File: src/rtl/core/rbsi_pkg.sv
package rbsi_pkg;

   localparam int CW      = 32;
   localparam int FB      = 16;
   localparam int NW      = CW + 1 + FB;
   localparam int DIV_LAT = CW + 2;
   localparam int PIPE_LAT = DIV_LAT + 3;

   typedef logic signed [CW-1:0] coord_type;

   localparam coord_type T_MAX = {1'b0, {(CW-1){1'b1}}};
   localparam coord_type T_MIN = {1'b1, {(CW-1){1'b0}}};

   typedef struct packed {
      coord_type origin_x;
      coord_type origin_y;
      coord_type origin_z;
      coord_type dir_x;
      coord_type dir_y;
      coord_type dir_z;
      coord_type box_min_x;
      coord_type box_min_y;
      coord_type box_min_z;
      coord_type box_max_x;
      coord_type box_max_y;
      coord_type box_max_z;
   } req_type;

   typedef struct packed {
      logic      hit;
      coord_type t_enter;
      coord_type t_exit;
   } rsp_type;

   typedef struct packed {
      logic [2:0] zero;
      logic       miss;
   } axis_flags_type;

endpackage

File: src/rtl/core/rbsi_divider.sv
module rbsi_divider (
   input  logic                  clock,
   input  logic                  en,
   input  logic [rbsi_pkg::CW:0] num_mag,
   input  logic [rbsi_pkg::CW-1:0] den_mag,
   input  logic                  neg,
   output rbsi_pkg::coord_type   quot
);
   import rbsi_pkg::*;

   localparam int HW = NW - CW;

   logic [NW-1:0] n_full;
   logic [HW-1:0] n_hi;
   logic          ovf_in;

   logic [CW-1:0] r_ff   [0:CW];
   logic [CW-1:0] q_ff   [0:CW];
   logic [CW-1:0] lo_ff  [0:CW];
   logic [CW-1:0] d_ff   [0:CW];
   logic          neg_ff [0:CW];
   logic          ovf_ff [0:CW];

   logic [CW:0]   trial  [0:CW-1];
   logic          ge     [0:CW-1];
   logic [CW-1:0] r_in   [0:CW-1];
   logic [CW-1:0] q_in   [0:CW-1];

   logic [CW-1:0] lim;
   logic [CW-1:0] q_sat;
   coord_type     quot_ff;
   coord_type     quot_in;

   assign n_full = {num_mag, {FB{1'b0}}};
   assign n_hi   = n_full[NW-1:CW];
   assign ovf_in = CW'(n_hi) >= den_mag;

   always_ff @(posedge clock) begin
      if (en) begin
         r_ff[0]   <= ovf_in ? '0 : CW'(n_hi);
         q_ff[0]   <= '0;
         lo_ff[0]  <= n_full[CW-1:0];
         d_ff[0]   <= den_mag;
         neg_ff[0] <= neg;
         ovf_ff[0] <= ovf_in;
      end
   end

   for (genvar k = 0; k < CW; k++) begin : g_step
      always_comb begin
         trial[k] = {r_ff[k], lo_ff[k][CW-1-k]};
         ge[k]    = trial[k] >= {1'b0, d_ff[k]};
         r_in[k]  = ge[k] ? CW'(trial[k] - {1'b0, d_ff[k]}) : trial[k][CW-1:0];
         q_in[k]  = {q_ff[k][CW-2:0], ge[k]};
      end

      always_ff @(posedge clock) begin
         if (en) begin
            r_ff[k+1]   <= r_in[k];
            q_ff[k+1]   <= q_in[k];
            lo_ff[k+1]  <= lo_ff[k];
            d_ff[k+1]   <= d_ff[k];
            neg_ff[k+1] <= neg_ff[k];
            ovf_ff[k+1] <= ovf_ff[k];
         end
      end
   end

   always_comb begin
      lim     = neg_ff[CW] ? {1'b1, {(CW-1){1'b0}}} : {1'b0, {(CW-1){1'b1}}};
      q_sat   = (ovf_ff[CW] || q_ff[CW] > lim) ? lim : q_ff[CW];
      quot_in = neg_ff[CW] ? coord_type'(-q_sat) : coord_type'(q_sat);
   end

   always_ff @(posedge clock) begin
      if (en) begin
         quot_ff <= quot_in;
      end
   end

   assign quot = quot_ff;

endmodule

File: config.mk
export PLATFORM = sky130hd
export DESIGN_NAME = rbsi_divider
export DESIGN_NICKNAME = d
export VERILOG_FILES = /design/src/rtl/core/rbsi_pkg.sv /design/src/rtl/core/rbsi_divider.sv
export SDC_FILE = /design/constraint.sdc
export NUM_CORES = 2
export LEC_CHECK = 0
export BUFFER_PORTS_ARGS = -buffer_cell sky130_fd_sc_hd__buf_2
export CAP_MARGIN = 10
export CORE_ASPECT_RATIO = 2
export CORE_MARGIN = 2
export CORE_UTILIZATION = 35
export DETAILED_ROUTE_END_ITERATION = 10
export HOLD_SLACK_MARGIN = 0.1
export SETUP_SLACK_MARGIN = 0.15
export SYNTH_ARGS = -nofsm -noshare
export SYNTH_HDL_FRONTEND = slang
export SYNTH_MEMORY_MAX_BITS = 65536
export SYNTH_SLANG_ARGS = --single-unit
export TNS_END_PERCENT = 1
File: constraint.sdc
create_clock -name clock -period 4.4 [get_ports clock]
set_input_delay 0.22 -clock clock [delete_from_list [all_inputs] [get_ports clock]]
set_output_delay 0.22 -clock clock [all_outputs]
set_load 0.02 [all_outputs]
==> results <==
- The flow ran to the end, and the final reports show no timing, DRC or antenna violations.
- The maximum clock frequency is ~230 MHz.
- Along the worst path, the maximum fanout reaches 4.
- The number of H-tree levels is 5.
- Yosys attributes the largest share of cell area to sky130_fd_sc_hd__edfxtp_1 (58%), sky130_fd_sc_hd__ha_1 (9.1%), sky130_fd_sc_hd__a21oi_1 (4.0%).
- The worst hold path passes through 3 cells.
- Global routing consumed, over all layers together, 18.07% of the routing resources.
- Summed over all cells, the static leakage comes to a little under 70 nW.
- The floorplan row count is about 340.
- The synthesized netlist devotes under 10% of its cell area to simple gates.
- The endpoint class of the critical path is a register.
- The clock slew at the register clock pins of the worst setup and hold paths is ~0.07 ns.
- The worst register-to-register path has a depth of 15.
- The share of the synthesized area in compound gates (AO/OA/AOI/OAI) is roughly an eighth.
- Entering global routing, the biggest net connects ~140 pins.
- For this run, the leading register cell type out of synthesis is sky130_fd_sc_hd__edfxtp_1.
- For the worst setup path, the data required time is roughly 5.1 ns.
- The post-detailed-route count of antenna-violating nets is 0.
- The maximum count of clock buffers along a single path is 4.
- The share of the synthesized netlist area taken by xor and xnor gates is about 4.9%.
- The max-capacitance violation count is 0.
- For this run, the number of standard cells in the final layout without fillers is about 19000.
- The share of the yosys chip area belonging to registers is between 50% and 60%.
- The endpoint identified for the worst register-to-register timing path is r_ff[0][222].
- sky130_fd_sc_hd__edfxtp_1 takes more of the synthesized area than any other cell.
- The count of flip-flops with a built-in enable after synthesis is ~2800.
- The first global-routing pass estimated ~570 mm of wire.
- The synthesized design contains about 2800 register bits.
- The post-CTS setup buffer count is 0.
- The layout overhead on the synthesized area is 15.40%.
- The hold path endpoint is r_ff[0][8].
- The final net count is approximately 14000.
- For this configuration, the core starts out at a cell density of 35.09%.
- Global routing finished with a remaining overflow of 0.
- The die is roughly 920 um tall.
- The post-route minimum period is approximately 4.3 ns.
- The startpoint identified for the worst register-to-register timing path is d_ff[0][162].
- The number of clock buffers inserted by TritonCTS is ~290.
- For this design, the sink count on the clock tree is about 2800.
- Fill cells in the final layout number between 30000 and 40000.
- The synthesized area per cell is approximately 12 sq um.
- The setup check on the worst reg-to-reg path leaves a slack of roughly 0.089 ns.
- The clock latency on the worst-skew pair is between 0.9 and 1 ns.
- The max-slew violation total from the final report is 0.
- TritonCTS built the clock tree.
- The final setup violation count is 0.
- The count of TritonRoute iterations in the first routing pass is 5.
- In this run the horizontal extent of the chip is between 400 and 500 um.
- The adder-cell share of the synthesized area is 9.516%.
- The worst endpoint data arrival time is 4.97 ns.
- The sum of net half-perimeters after detailed placement is about 310 mm.
- Setup repair after global routing could not meet its margin everywhere.
- The post-route total power is 120.9 mW.
- In this run, placement finished with an instance count of roughly 18000.
- After detailed routing, the average wire length per cell comes to just over 20 um.
- The detailed router placed 96190 vias in this run.
- After detailed routing, the total wire length is 390.6 mm.
- The full die area is about 420000 sq um.
- The relative slew slack is ~14%.
- The core outline area is 415400 sq um.
- The top-area cell type share of the netlist area is 57.58%.
- The worst path uses 97.98% of the clock period.
- The slew at the pin closest to its max-slew limit is between 1 and 1.5 ns.
- During synthesis, Yosys emitted a total of 0 warnings.
- The post-route netlist has ~11% of its cells at a drive strength greater than 1.
- Routability-driven placement finished with a final weighted congestion of 0.9236.
- The cell area after synthesis is 145800 sq um.
- The via count of the first global-routing pass came to just over 100k.
- The final number of hold-violating endpoints is 0.
- The multiplexer area fraction after synthesis is 2.542%.
- The CTS root buffer is sky130_fd_sc_hd__clkbuf_16.
- The startpoint of the most critical hold path is num_mag[24].
- The dominant combinational cell family by area after synthesis is compound AO/OA/AOI/OAI gates.
- Counting every net in the synthesized netlist gives between 10000 and 15000.
- The critical path class is register to register.
- The initial antenna violation count came to 5.
- The cell count after synthesis is 12310.
- The number of DRC violations after detailed routing is 0.
- The total power divided by cell area is between 700 and 800 nW/um^2.
- The type of the tightest min-delay check is input pin to register.
- STA classifies the critical path startpoint as a register.
- The via-per-instance ratio is 5.059.
- The number of buffers inserted by port buffering is 99.
- For this run, asynchronously set or reset flops after synthesis account for 0%.
- The worst-case IR drop observed on VDD is 0.0004254 V.
- The distinct cell type count of the synthesized netlist is 85.
- The detailed router finished its first iteration with 4262 violations.
- The worst-case clock skew is between 0.09 and 0.1 ns.
- During I/O placement, the number of pins put on the boundary was 100.
what timing repair did:
action                                  4_1_cts  5_1_grt
hold buffers                                121        0
resized for setup                             3        6
endpoints found under the setup margin       30       87
hold endpoints to repair                    111        0
through the flow:
stage / TNS (ns) / utilization [%] / hold slack (ns) / setup slack, ns / area, sq um
after detailed placement: -0.2498 / 38.01 / 0.3981 / -0.2496 / 157900
after global routing: 0 / 40.49 / 0.1503 / 0.04847 / 168200
after global placement: -27.55 / 38.01 / 0.3988 / -1.094 / 157900
after floorplan: 0 / - / 0.3189 / 0.1761 / 145800
final: 0 / 40.49 / 0.1643 / 0.08903 / 168200
after CTS: 0 / 40.48 / 0.1014 / 0.09153 / 168200
worst max-delay path: stages (launching register included):
cell and delay, ns:
sky130_fd_sc_hd__edfxtp_1 0.35, sky130_fd_sc_hd__inv_1 0.05, sky130_fd_sc_hd__ha_1 0.34, sky130_fd_sc_hd__nor2b_1 0.17, sky130_fd_sc_hd__o31a_1 0.29, sky130_fd_sc_hd__o311a_1 0.33, sky130_fd_sc_hd__a211oi_1 0.64, sky130_fd_sc_hd__buf_4 0.26
sky130_fd_sc_hd__o21a_1 0.21, sky130_fd_sc_hd__nor3_1 0.12, sky130_fd_sc_hd__nor4_1 0.39, sky130_fd_sc_hd__o31ai_1 0.13, sky130_fd_sc_hd__buf_4 0.19, sky130_fd_sc_hd__a21o_1 0.19, sky130_fd_sc_hd__xor2_1 0.13, sky130_fd_sc_hd__mux2_2 0.27
flip-flops by register name, indices dropped and copies added (netlist names):
signal	cells
d_ff	1024
r_ff	1009
q_ff	528
lo_ff	136
neg_ff	33
ovf_ff	33
quot	32
cell type report:
type,count,area (sq um),share of cell area (%)
clock inverters,146,1274,0.7572
multi-input cells,8042,56530,33.61
well taps,5560,6957,4.136
inverters,1273,4778,2.841
repair buffers,820,6958,4.136
flip-flops and latches,2795,83930,49.90
diodes,12,30.03,0.01785
clock buffers,365,7751,4.608
worst max-delay path by stage:
| stage | startpoint | end | slack [ns] |
|---|---|---|---|
| after floorplan | neg_ff[32] | quot[6] | 0.18 |
| after global placement | d_ff[0][132] | r_ff[0][189] | -1.09 |
| after detailed placement | d_ff[0][142] | r_ff[0][189] | -0.25 |
| after CTS | d_ff[0][142] | r_ff[0][189] | 0.09 |
| after global routing | d_ff[0][737] | r_ff[0][771] | 0.05 |
| final | d_ff[0][162] | r_ff[0][222] | 0.09 |
per-layer routing:
metal	share of wire (%)	up-vias	track usage, %	wire, um
met3	2.5	1371	2.179	9918
met5	0	-	0	0
met1	24	46020	10.79	93480
met2	60	1887	39.15	235200
li1	-	46910	-	-
met4	13	0	20.55	51960
cells by family after synthesis:
logic type	count (synthesis)
compound gates	3131
flops	2795
simple gates	2678
buf+inv	1472
fa+ha+maj	1090
xor+xnor	812
mux	331
report_power, final:
group	internal (mW)	total (mW)	switching (mW)
combinational	23.6	55.0	31.4
sequential	38.3	41.8	3.48
clock	13.6	24.1	10.5
total	75.5	121	45.4
placed cells by master, fill, tap and decap left out, types with 443 or more instances in the layout:
cell / instances
sky130_fd_sc_hd__buf_4: 536
sky130_fd_sc_hd__a21oi_1: 1157
sky130_fd_sc_hd__xnor2_1: 486
sky130_fd_sc_hd__edfxtp_1: 2795
sky130_fd_sc_hd__inv_1: 1272
sky130_fd_sc_hd__ha_1: 1059
sky130_fd_sc_hd__o21ai_0: 677
sky130_fd_sc_hd__nor2_1: 901
sky130_fd_sc_hd__nand2_1: 750
sky130_fd_sc_hd__a21o_1: 443
cell usage after synthesis (15+ instances only):
library cell                instances
sky130_fd_sc_hd__o22ai_1           20
sky130_fd_sc_hd__a21o_1           446
sky130_fd_sc_hd__a21boi_0          53
sky130_fd_sc_hd__mux2i_1           17
sky130_fd_sc_hd__buf_2             26
sky130_fd_sc_hd__nand2b_1         134
sky130_fd_sc_hd__a21oi_1         1157
sky130_fd_sc_hd__o311ai_0          15
sky130_fd_sc_hd__and3_1            82
sky130_fd_sc_hd__xnor2_1          486
sky130_fd_sc_hd__ha_1            1059
sky130_fd_sc_hd__nor2_1           901
sky130_fd_sc_hd__a2111oi_0         27
sky130_fd_sc_hd__and2_1            47
sky130_fd_sc_hd__o31ai_1           40
sky130_fd_sc_hd__nor4_1            51
sky130_fd_sc_hd__a41oi_1           15
sky130_fd_sc_hd__edfxtp_1        2795
sky130_fd_sc_hd__or2_2             33
sky130_fd_sc_hd__and4_1            20
sky130_fd_sc_hd__nand4_1          131
sky130_fd_sc_hd__nand3_1          165
sky130_fd_sc_hd__nor3_1           155
sky130_fd_sc_hd__o21ai_1           15
sky130_fd_sc_hd__or3_1             27
sky130_fd_sc_hd__inv_1           1272
sky130_fd_sc_hd__nor2b_1          114
sky130_fd_sc_hd__xor2_1           326
sky130_fd_sc_hd__a31o_2            17
sky130_fd_sc_hd__fa_1              31
sky130_fd_sc_hd__a31oi_1           86
sky130_fd_sc_hd__nand2_1          753
sky130_fd_sc_hd__o21bai_1         116
sky130_fd_sc_hd__a311oi_1          21
sky130_fd_sc_hd__mux2_2           308
sky130_fd_sc_hd__o21ai_0          684
sky130_fd_sc_hd__clkbuf_1         160
sky130_fd_sc_hd__o31a_1            15
sky130_fd_sc_hd__a211o_1           15
sky130_fd_sc_hd__o21a_1           117
sky130_fd_sc_hd__o211ai_1          49
sky130_fd_sc_hd__o41ai_1           21
sky130_fd_sc_hd__a211oi_1          76
Note: power is estimated with default switching activity, not from simulation.
