**src/rtl/core/rbsi_pkg.sv**
```systemverilog
package rbsi_pkg;

   localparam int CW      = 32;
   localparam int FB      = 16;
   localparam int NW      = CW + 1 + FB;
   localparam int DIV_LAT = CW + 2;
   localparam int PIPE_LAT = DIV_LAT + 3;

   typedef logic signed [CW-1:0] coord_type;

   localparam coord_type T_MAX = {1'b0, {(CW-1){1'b1}}};
   localparam coord_type T_MIN = {1'b1, {(CW-1){1'b0}}};

   typedef struct packed {
      coord_type origin_x;
      coord_type origin_y;
      coord_type origin_z;
      coord_type dir_x;
      coord_type dir_y;
      coord_type dir_z;
      coord_type box_min_x;
      coord_type box_min_y;
      coord_type box_min_z;
      coord_type box_max_x;
      coord_type box_max_y;
      coord_type box_max_z;
   } req_type;

   typedef struct packed {
      logic      hit;
      coord_type t_enter;
      coord_type t_exit;
   } rsp_type;

   typedef struct packed {
      logic [2:0] zero;
      logic       miss;
   } axis_flags_type;

endpackage

```
**src/rtl/core/rbsi_merge.sv**
```systemverilog
module rbsi_merge (
   input  logic                     clock,
   input  logic                     en,
   input  rbsi_pkg::coord_type [2:0] t_a,
   input  rbsi_pkg::coord_type [2:0] t_b,
   input  rbsi_pkg::axis_flags_type flags,
   output rbsi_pkg::rsp_type        result
);
   import rbsi_pkg::*;

   coord_type [2:0] near_ff;
   coord_type [2:0] far_ff;
   coord_type [2:0] near_in;
   coord_type [2:0] far_in;
   logic            miss_ff;

   coord_type entry;
   coord_type exitd;
   logic      miss;
   rsp_type   result_ff;
   rsp_type   result_in;

   always_comb begin
      for (int a = 0; a < 3; a++) begin
         if (flags.zero[a]) begin
            near_in[a] = T_MIN;
            far_in[a]  = T_MAX;
         end else if (t_a[a] < t_b[a]) begin
            near_in[a] = t_a[a];
            far_in[a]  = t_b[a];
         end else begin
            near_in[a] = t_b[a];
            far_in[a]  = t_a[a];
         end
      end
   end

   always_ff @(posedge clock) begin
      if (en) begin
         near_ff <= near_in;
         far_ff  <= far_in;
         miss_ff <= flags.miss;
      end
   end

   always_comb begin
      entry = near_ff[0];
      exitd = far_ff[0];
      for (int a = 1; a < 3; a++) begin
         if (near_ff[a] > entry) begin
            entry = near_ff[a];
         end
         if (far_ff[a] < exitd) begin
            exitd = far_ff[a];
         end
      end
      miss = miss_ff || exitd < 0 || entry > exitd;
      result_in.hit     = !miss;
      result_in.t_enter = miss ? '0 : entry;
      result_in.t_exit  = miss ? '0 : exitd;
   end

   always_ff @(posedge clock) begin
      if (en) begin
         result_ff <= result_in;
      end
   end

   assign result = result_ff;

endmodule

```
**config.mk**
```make
export PLATFORM = sky130hd
export DESIGN_NAME = rbsi_merge
export DESIGN_NICKNAME = d
export VERILOG_FILES = /design/src/rtl/core/rbsi_pkg.sv /design/src/rtl/core/rbsi_merge.sv
export SDC_FILE = /design/constraint.sdc
export NUM_CORES = 1
export LEC_CHECK = 0
export BUFFER_PORTS_ARGS = -buffer_cell sky130_fd_sc_hd__buf_2
export CAP_MARGIN = 20
export CORE_MARGIN = 5
export CORE_UTILIZATION = 60
export CTS_CLUSTER_SIZE = 25
export DETAILED_ROUTE_END_ITERATION = 6
export GPL_ROUTABILITY_DRIVEN = 0
export GPL_TIMING_DRIVEN = 0
export PLACE_DENSITY = 0.79
export SLEW_MARGIN = 10
export SYNTH_ARGS = -nofsm -noshare
export SYNTH_HDL_FRONTEND = slang
export SYNTH_SLANG_ARGS = --single-unit
export TNS_END_PERCENT = 5
```
**constraint.sdc**
```tcl
create_clock -name clock -period 23.3 [get_ports clock]
set_input_delay 0 -clock clock [delete_from_list [all_inputs] [get_ports clock]]
set_output_delay 0 -clock clock [all_outputs]
set_load 0.005 [all_outputs]
```
==> results of run 1 <==
## kinds of logic after synthesis
family	share of synthesized area
compound gates	0.1931
fa+ha+maj	0.1544
buf+inv	0.05832
flops	0.3809
mux	0.06797
other cells	0.0001844
simple gates	0.1451
## where the power goes
part	switching, mW	total (mW)	internal (mW)
clock network	0.179	0.412	0.234
registers	0.0388	0.641	0.602
logic	0.628	1.02	0.387
## layer usage
layer  wire (um)  part of all wire  global-route usage  vias to the layer above
li1            -                 -                   -                     9107
met1       25950              0.37              0.4465                     9516
met2       31040              0.44              0.5647                     1416
met3        6850             0.098             0.05578                      381
met4        6053             0.087              0.2336                        2
met5          12           0.00017                   0                        -
## metrics by stage
step	total power [mW]	hold WS, ps
global placement	1.523	222.8
CTS	2.026	9.803
global route	2.180	3.378
floorplan	1.249	98.87
finish	2.068	8.508
detailed placement	1.565	221.6
## state kept, by name, indices dropped and copies added (netlist names)
register  cells
far_ff       96
near_ff      96
miss_ff       1
result       65
## worst paths after layout
kind,endpoint,slack (ps),depth (start not counted)
worst max-delay path,result[54],12510,34
worst min-delay path,far_ff[36],9,3
worst max register to register,result[54],12510,34
worst min register to register,result[25],770,2
## timing repair
item	in CTS	in global routing
hold endpoints to repair	197	0
endpoints found under the setup margin	0	0
hold buffers	260	0
## Yosys cell counts, types with 3 or more instances
master | n | area [um2]
a21oi_1 | 278 | 1391
edfxtp_1 | 258 | 7747
ha_1 | 251 | 3141
nor2_1 | 189 | 709.4
inv_1 | 169 | 634.4
mux2i_1 | 133 | 1331
o21ai_0 | 133 | 665.6
clkbuf_1 | 98 | 367.9
a21o_1 | 85 | 638.1
nand2_1 | 72 | 270.3
nand3_1 | 53 | 265.3
nor3_1 | 49 | 245.2
nand2b_1 | 44 | 275.3
a211oi_1 | 39 | 292.8
a211o_1 | 37 | 324.1
a311oi_1 | 32 | 280.3
nor3b_1 | 32 | 240.2
nand4_1 | 31 | 193.9
nor4b_2 | 26 | 390.4
buf_2 | 18 | 90.09
nor2b_1 | 16 | 100.1
buf_1 | 14 | 52.55
and4_1 | 8 | 70.07
o21a_1 | 8 | 60.06
nor4_1 | 7 | 43.79
o211ai_1 | 7 | 52.55
and3_1 | 5 | 31.28
buf_4 | 5 | 37.54
o2111ai_1 | 5 | 43.79
a221oi_1 | 4 | 35.03
nor4b_1 | 4 | 35.03
or3_1 | 4 | 25.02
a2111oi_0 | 3 | 26.28
## cell type report
cell class | count | share of cell area
diodes | 5 | 0.0004870
plain buffers | 135 | 0.02133
clock buffers | 35 | 0.02747
clock inverters | 13 | 0.004139
inverters | 170 | 0.02484
multi-input cells | 1581 | 0.4439
flip-flops and latches | 258 | 0.3015
well taps | 448 | 0.02182
repair buffers | 522 | 0.1545
## cell usage in the layout (no fill, tap or decap), types with 16 or more instances in the layout
cell,n
a211o_1,37
a211oi_1,39
a21o_1,85
a21oi_1,278
a311oi_1,32
buf_2,276
clkbuf_1,106
clkbuf_16,27
dlygate4sd3_1,260
edfxtp_1,258
ha_1,251
inv_1,169
mux2i_1,133
nand2_1,72
nand2b_1,44
nand3_1,53
nand4_1,31
nor2_1,189
nor2b_1,16
nor3_1,49
nor3b_1,32
nor4b_2,26
o21ai_0,133
## worst max-delay path: cells and delay by family, from the launching register on
family	cells	cell delay [ps]
simple gates	15	3430
buf+inv	6	2730
compound gates	8	1750
fa+ha+maj	3	1070
mux	2	1060
flops	1	400
==> metrics.md, run 1 <==
| Metric | Value |
|---|---|
| Worst Max-Slew Pin Slew | around 1200 ps |
| Detailed Place HPWL | between 50000 and 60000 um |
| Vias per cell | between 6 and 7 |
| # nets final | approximately 3100 |
| GR Util All Layers | 0.3537 |
| Class of the most critical hold timing path | primary input to register |
| Critical path peak fanout | 10 |
| Layout Cells excl Fill | between 3000 and 4000 |
| ANT nets after route | 0 |
| Setup CP Type | register to register |
| First-pass DRT Iterations | 7 |
| Die area | 0.03768 mm2 |
| H-tree depth | 1 |
| Placed Cells | around 2900 |
| Final core occ | 0.7662 |
| DP Area | 0.02226 mm2 |
| EDFF count, synth | 258 |
| Die Span X | just under 200 um |
| WL/cell | 22.07 um |
| CTS buffer count | 27 |
| Worst r2r src | near_ff[63] |
| Min Tclk post-route | between 10000 and 15000 ps |
| Vias in the first global route | around 20000 |
| Layout cells sized above 1 | 0.1293 |
| Outcome | complete, but fails checks |
| Syn nets | approximately 2600 |
| DR vias | 20420 |
| Gr ovfl total | 0 |
| DRC viols | 12 |
| CTS root buffer | clkbuf_16 |
| Post-route design area | 0.02569 mm2 |
| Crit. Startpoint | near_ff[63] |
| Yosys reg bits | about 260 |
| Port bufs | about 260 |
| Die H | 194.1 um |
| First-pass GRT wire length | 107600 um |
| # rows | 67 |
| Crit end category | register |
| Fin worst setup slack | ~13000 ps |
| Top FF cell, synth | edfxtp_1 |
| FF+latch area | 0.007747 mm2 |
| Syn Std Cell Area | just over 0.02 mm2 |
| Pleak | around 12 nW |
| Yosys cell types | 54 |
| Worst path max stage delay | 590 ps |
| Dpl ws | 12850 ps |
| Clock Sinks | between 200 and 300 |
| Resize count post-CTS | 0 |
| Worst Skew | 7.937 ps |
| Syn-to-layout area delta | 26.32% |
| TritonCTS clock tree | yes |
| Filler cells | between 2000 and 2500 |
| Total power divided by cell area | slightly above 80 mW/mm2 |
| Max-slew headroom | 0.1997 |
| Max_cap viols | 0 |
| Largest net degree at the start of global routing | roughly 130 |
| Core region area | 0.03353 mm2 |
| WP data required | approximately 24000 ps |
| Async SR Flop Fraction | 0 |
| Worst ir drop on vdd | ~0.000067 V |
| Most used cell, CP | nor3_1 |
| Post-synthesis sequential area ratio | 0.3809 |
| Area of the multi-input gates | 0.01141 mm2 |
| Setup crit start kind | register |
| Clk slew on worst S/H paths | roughly 60 ps |
| Initial antenna violation count | 4 |
| Max Freq | approximately 93 MHz |
| Critical path data arrival time | ~11000 ps |
| Syn Area/Cell | between 9 and 10 um2 |
| Ys Warns | 0 |
| Hold_sp | t_b[36] |
| Starting Density | 0.6066 |
| IO Pins | 263 |
| Fin Setup TNS | 0 ps |
| Final slew viol count | 0 |
| Max clock buf depth | 3 |
| Setup Fix Bufs, Post-CTS | 0 |
| Cells after synthesis | ~2100 |
| Crit-path slowest cell | nor3_1 |
| Unrepaired setup endpoints after global routing | no |
| Initial DRC Count | 2867 |
| Final hold vios | 0 |
| Clk_lat worst skew | 540 ps |
| Failing checks | DRC |
| Final period utilization | 0.4630 |
| Wirelength, routed | approximately 70000 um |
| # setup viols final | 0 |
No activity file was read; power rests on OpenSTA's default activity.
==> run 2, diff against run 1 <==
==> constraint.sdc (replaced) <==
create_clock -name clock -period 10.92 [get_ports clock]
set_input_delay 0 -clock clock [delete_from_list [all_inputs] [get_ports clock]]
set_output_delay 0 -clock clock [all_outputs]
set_load 0.005 [all_outputs]
==> run 2 against run 1 <==
Effect of this change: the flow now finishes without violations; combinational power increased by 110%; critical path depth unchanged; utilization about the same; hold slack got worse by 4.9 ps; sequential share of layout area about the same; clock power increased by 110%; cell count unchanged; global-route usage unchanged; worst setup slack got worse by 12000 ps; clock skew about the same; via count increased by 0.62%; maximum frequency increased by 3.1%.
==> metrics.md, run 2 (synthesized netlist as in run 1, its figures left out) <==
| Metric | Value |
|---|---|
| # setup viols final | 0 (unchanged) |
| Port bufs | 259 (unchanged) |
| Final slew viol count | 0 (unchanged) |
| Outcome | complete, no violations (was complete, but fails checks) |
| Fin worst setup slack | 457.4 ps (was 12510 ps) |
| TritonCTS clock tree | yes (unchanged) |
| WHS Path Cells | 3 (unchanged) |
| Crit end category | register (unchanged) |
| Crit-path slowest cell | nor3_1 (unchanged) |
| Worst Skew | 8.290 ps (was 7.937 ps) |
| Initial antenna violation count | 4 (unchanged) |
| Class of the most critical hold timing path | primary input to register (unchanged) |
| Wirelength, routed | 70020 um (was 69910 um) |
| Dpl ws | 470.4 ps (was 12850 ps) |
| Clk slew on worst S/H paths | 60 ps (about the same) |
| Commonest non-fill, non-tap cell in the layout | a21oi_1 (unchanged) |
| WL/cell | 22.11 um (was 22.07 um) |
| R2r endpoint | result[54] (unchanged) |
| # nets final | 3144 (unchanged) |
| WP data required | 11190 ps (was 23550 ps) |
| Die H | 194.1 um (unchanged) |
| Vias in the first global route | 20300 (unchanged) |
| First-pass GRT wire length | 107600 um (unchanged) |
| Fin Setup TNS | 0 ps (unchanged) |
| Die area | 0.03768 mm2 (unchanged) |
| Post-route design area | 0.02570 mm2 (was 0.02569 mm2) |
| Largest net degree at the start of global routing | 126 (unchanged) |
| Detailed Place HPWL | 50740 um (unchanged) |
| Initial DRC Count | 2893 (was 2867) |
| Setup CP Type | register to register (unchanged) |
| Max-slew headroom | 0.2794 (was 0.1997) |
| Clk_lat worst skew | 540 ps (about the same) |
| Critical path peak fanout | 10 (unchanged) |
| DR vias | 20550 (was 20420) |
| Hold_sp | t_b[42] (was t_b[36]) |
| Hold Path End | far_ff[42] (was far_ff[36]) |
| Clock Sinks | 258 (unchanged) |
| Gr ovfl total | 0 (unchanged) |
| Worst ir drop on vdd | 0.0001460 V (was 0.00006712 V) |
| Reg2Reg Setup Slack | 460 ps (was 12510 ps) |
| Max clock buf depth | 3 (unchanged) |
| Core region area | 0.03353 mm2 (unchanged) |
| H-tree depth | 1 (unchanged) |
| # rows | 67 (unchanged) |
| GR Util All Layers | 0.3537 (unchanged) |
| ANT nets after route | 0 (unchanged) |
| Worst Max-Slew Pin Slew | 1054 ps (was 1170 ps) |
| DRC viols | 0 (was 12) |
| IO Pins | 263 (unchanged) |
| Filler cells | 2242 (was 2243) |
| Max Freq | 95.58 MHz (was 92.70 MHz) |
| Syn-to-layout area delta | 26.34% (was 26.32%) |
| Most used cell, CP | nor3_1 (unchanged) |
| CTS root buffer | clkbuf_16 (unchanged) |
| DP Area | 0.02226 mm2 (unchanged) |
| Worst r2r src | near_ff[63] (unchanged) |
| Vias per cell | 6.488 (was 6.448) |
| Setup crit start kind | register (unchanged) |
| Highest-count cells in the layout ignoring fill and taps | 278 x a21oi_1, 276 x buf_2, 260 x dlygate4sd3_1, 258 x edfxtp_1, 251 x ha_1 (unchanged) |
| Min Tclk post-route | 10460 ps (was 10790 ps) |
| Worst path max stage delay | 590 ps (about the same) |
| Starting Density | 0.6066 (unchanged) |
| Pleak | 11.53 nW (was 11.52 nW) |
| Die Span X | 194.1 um (unchanged) |
| Final hold vios | 0 (unchanged) |
| Layout cells sized above 1 | 0.1304 (was 0.1293) |
| First-pass DRT Iterations | 7 (unchanged) |
| Unrepaired setup endpoints after global routing | no (unchanged) |
| Total power divided by cell area | 171.9 mW/mm2 (was 80.49 mW/mm2) |
| CTS buffer count | 27 (unchanged) |
| Worst Reg2Reg Path Length in Cells | 34 (unchanged) |
| Final period utilization | 0.9581 (was 0.4630) |
| Max_cap viols | 0 (unchanged) |
| Critical path data arrival time | 10730 ps (was 11040 ps) |
[run 2: cell counts in the layout (fill, tap and decap cells not counted)]
No cell type changed its count.
[run 2: power breakdown]
part	switching, mW	leakage, nW	internal, mW
Sequential	0.0830	2.58	1.28
Combinational	1.34	8.55	0.829
Clock	0.381	0.397	0.499
[run 2: per-stage QoR]
stage                     cells  utilization  hold WS [ps]  power, mW
after floorplan            2144            -         98.87      2.664
final                      3167       0.7663         3.619      4.417
after CTS                  3161       0.7657         9.803      4.323
after detailed placement   2853       0.6639         221.6      3.339
after global placement     2851       0.6619         222.8      3.249
after global routing       3164       0.7661         3.378      4.655
[run 2: worst max-delay path by stage]
stage | start | endpoint | slack (ps) | cells past startpoint
CTS | near_ff[63] | result[2] | 370 | 33
finish | near_ff[63] | result[54] | 460 | 34
floorplan | far_ff[31] | result[37] | 3210 | 37
global route | near_ff[63] | result[43] | 120 | 34
global placement | near_ff[63] | result[1] | 740 | 33
detailed placement | near_ff[63] | result[0] | 470 | 33
[run 2: metal layers]
| metal | part of all wire | vias up | track usage |
|---|---|---|---|
| li1 | - | 9116 | - |
| met3 | 0.10 | 405 | 0.05578 |
| met5 | 0.00013 | - | 0 |
| met4 | 0.088 | 2 | 0.2336 |
| met2 | 0.44 | 1511 | 0.5647 |
| met1 | 0.37 | 9514 | 0.4465 |
[run 2: what timing repair did]
action,in CTS,in global routing
hold endpoints to repair,197,0
buffers inserted,0,0
resized for setup,0,6
setup endpoints to repair,0,23
hold buffers,260,0
[run 2: worst max-delay path, delay by kind of cell, from the launching register on]
kind	cells	cell delay, ps
AOI/OAI and AO/OA	8	1720
buffers and inverters	6	2480
and+or+nand+nor	15	3450
DFF	1	410
muxes	2	1060
adders and majority gates	3	1070
[run 2: area by class of cell]
class	count	area, um2	area share
antenna	5	12.51	0.0004869
buffer	135	551.8	0.02147
clock buffer	35	705.7	0.02746
clock inverter	13	106.4	0.004139
inverter	170	638.1	0.02483
multi-input combinational	1581	11410	0.4439
sequential	258	7747	0.3015
tap	448	560.5	0.02181
timing repair buffer	522	3969	0.1544
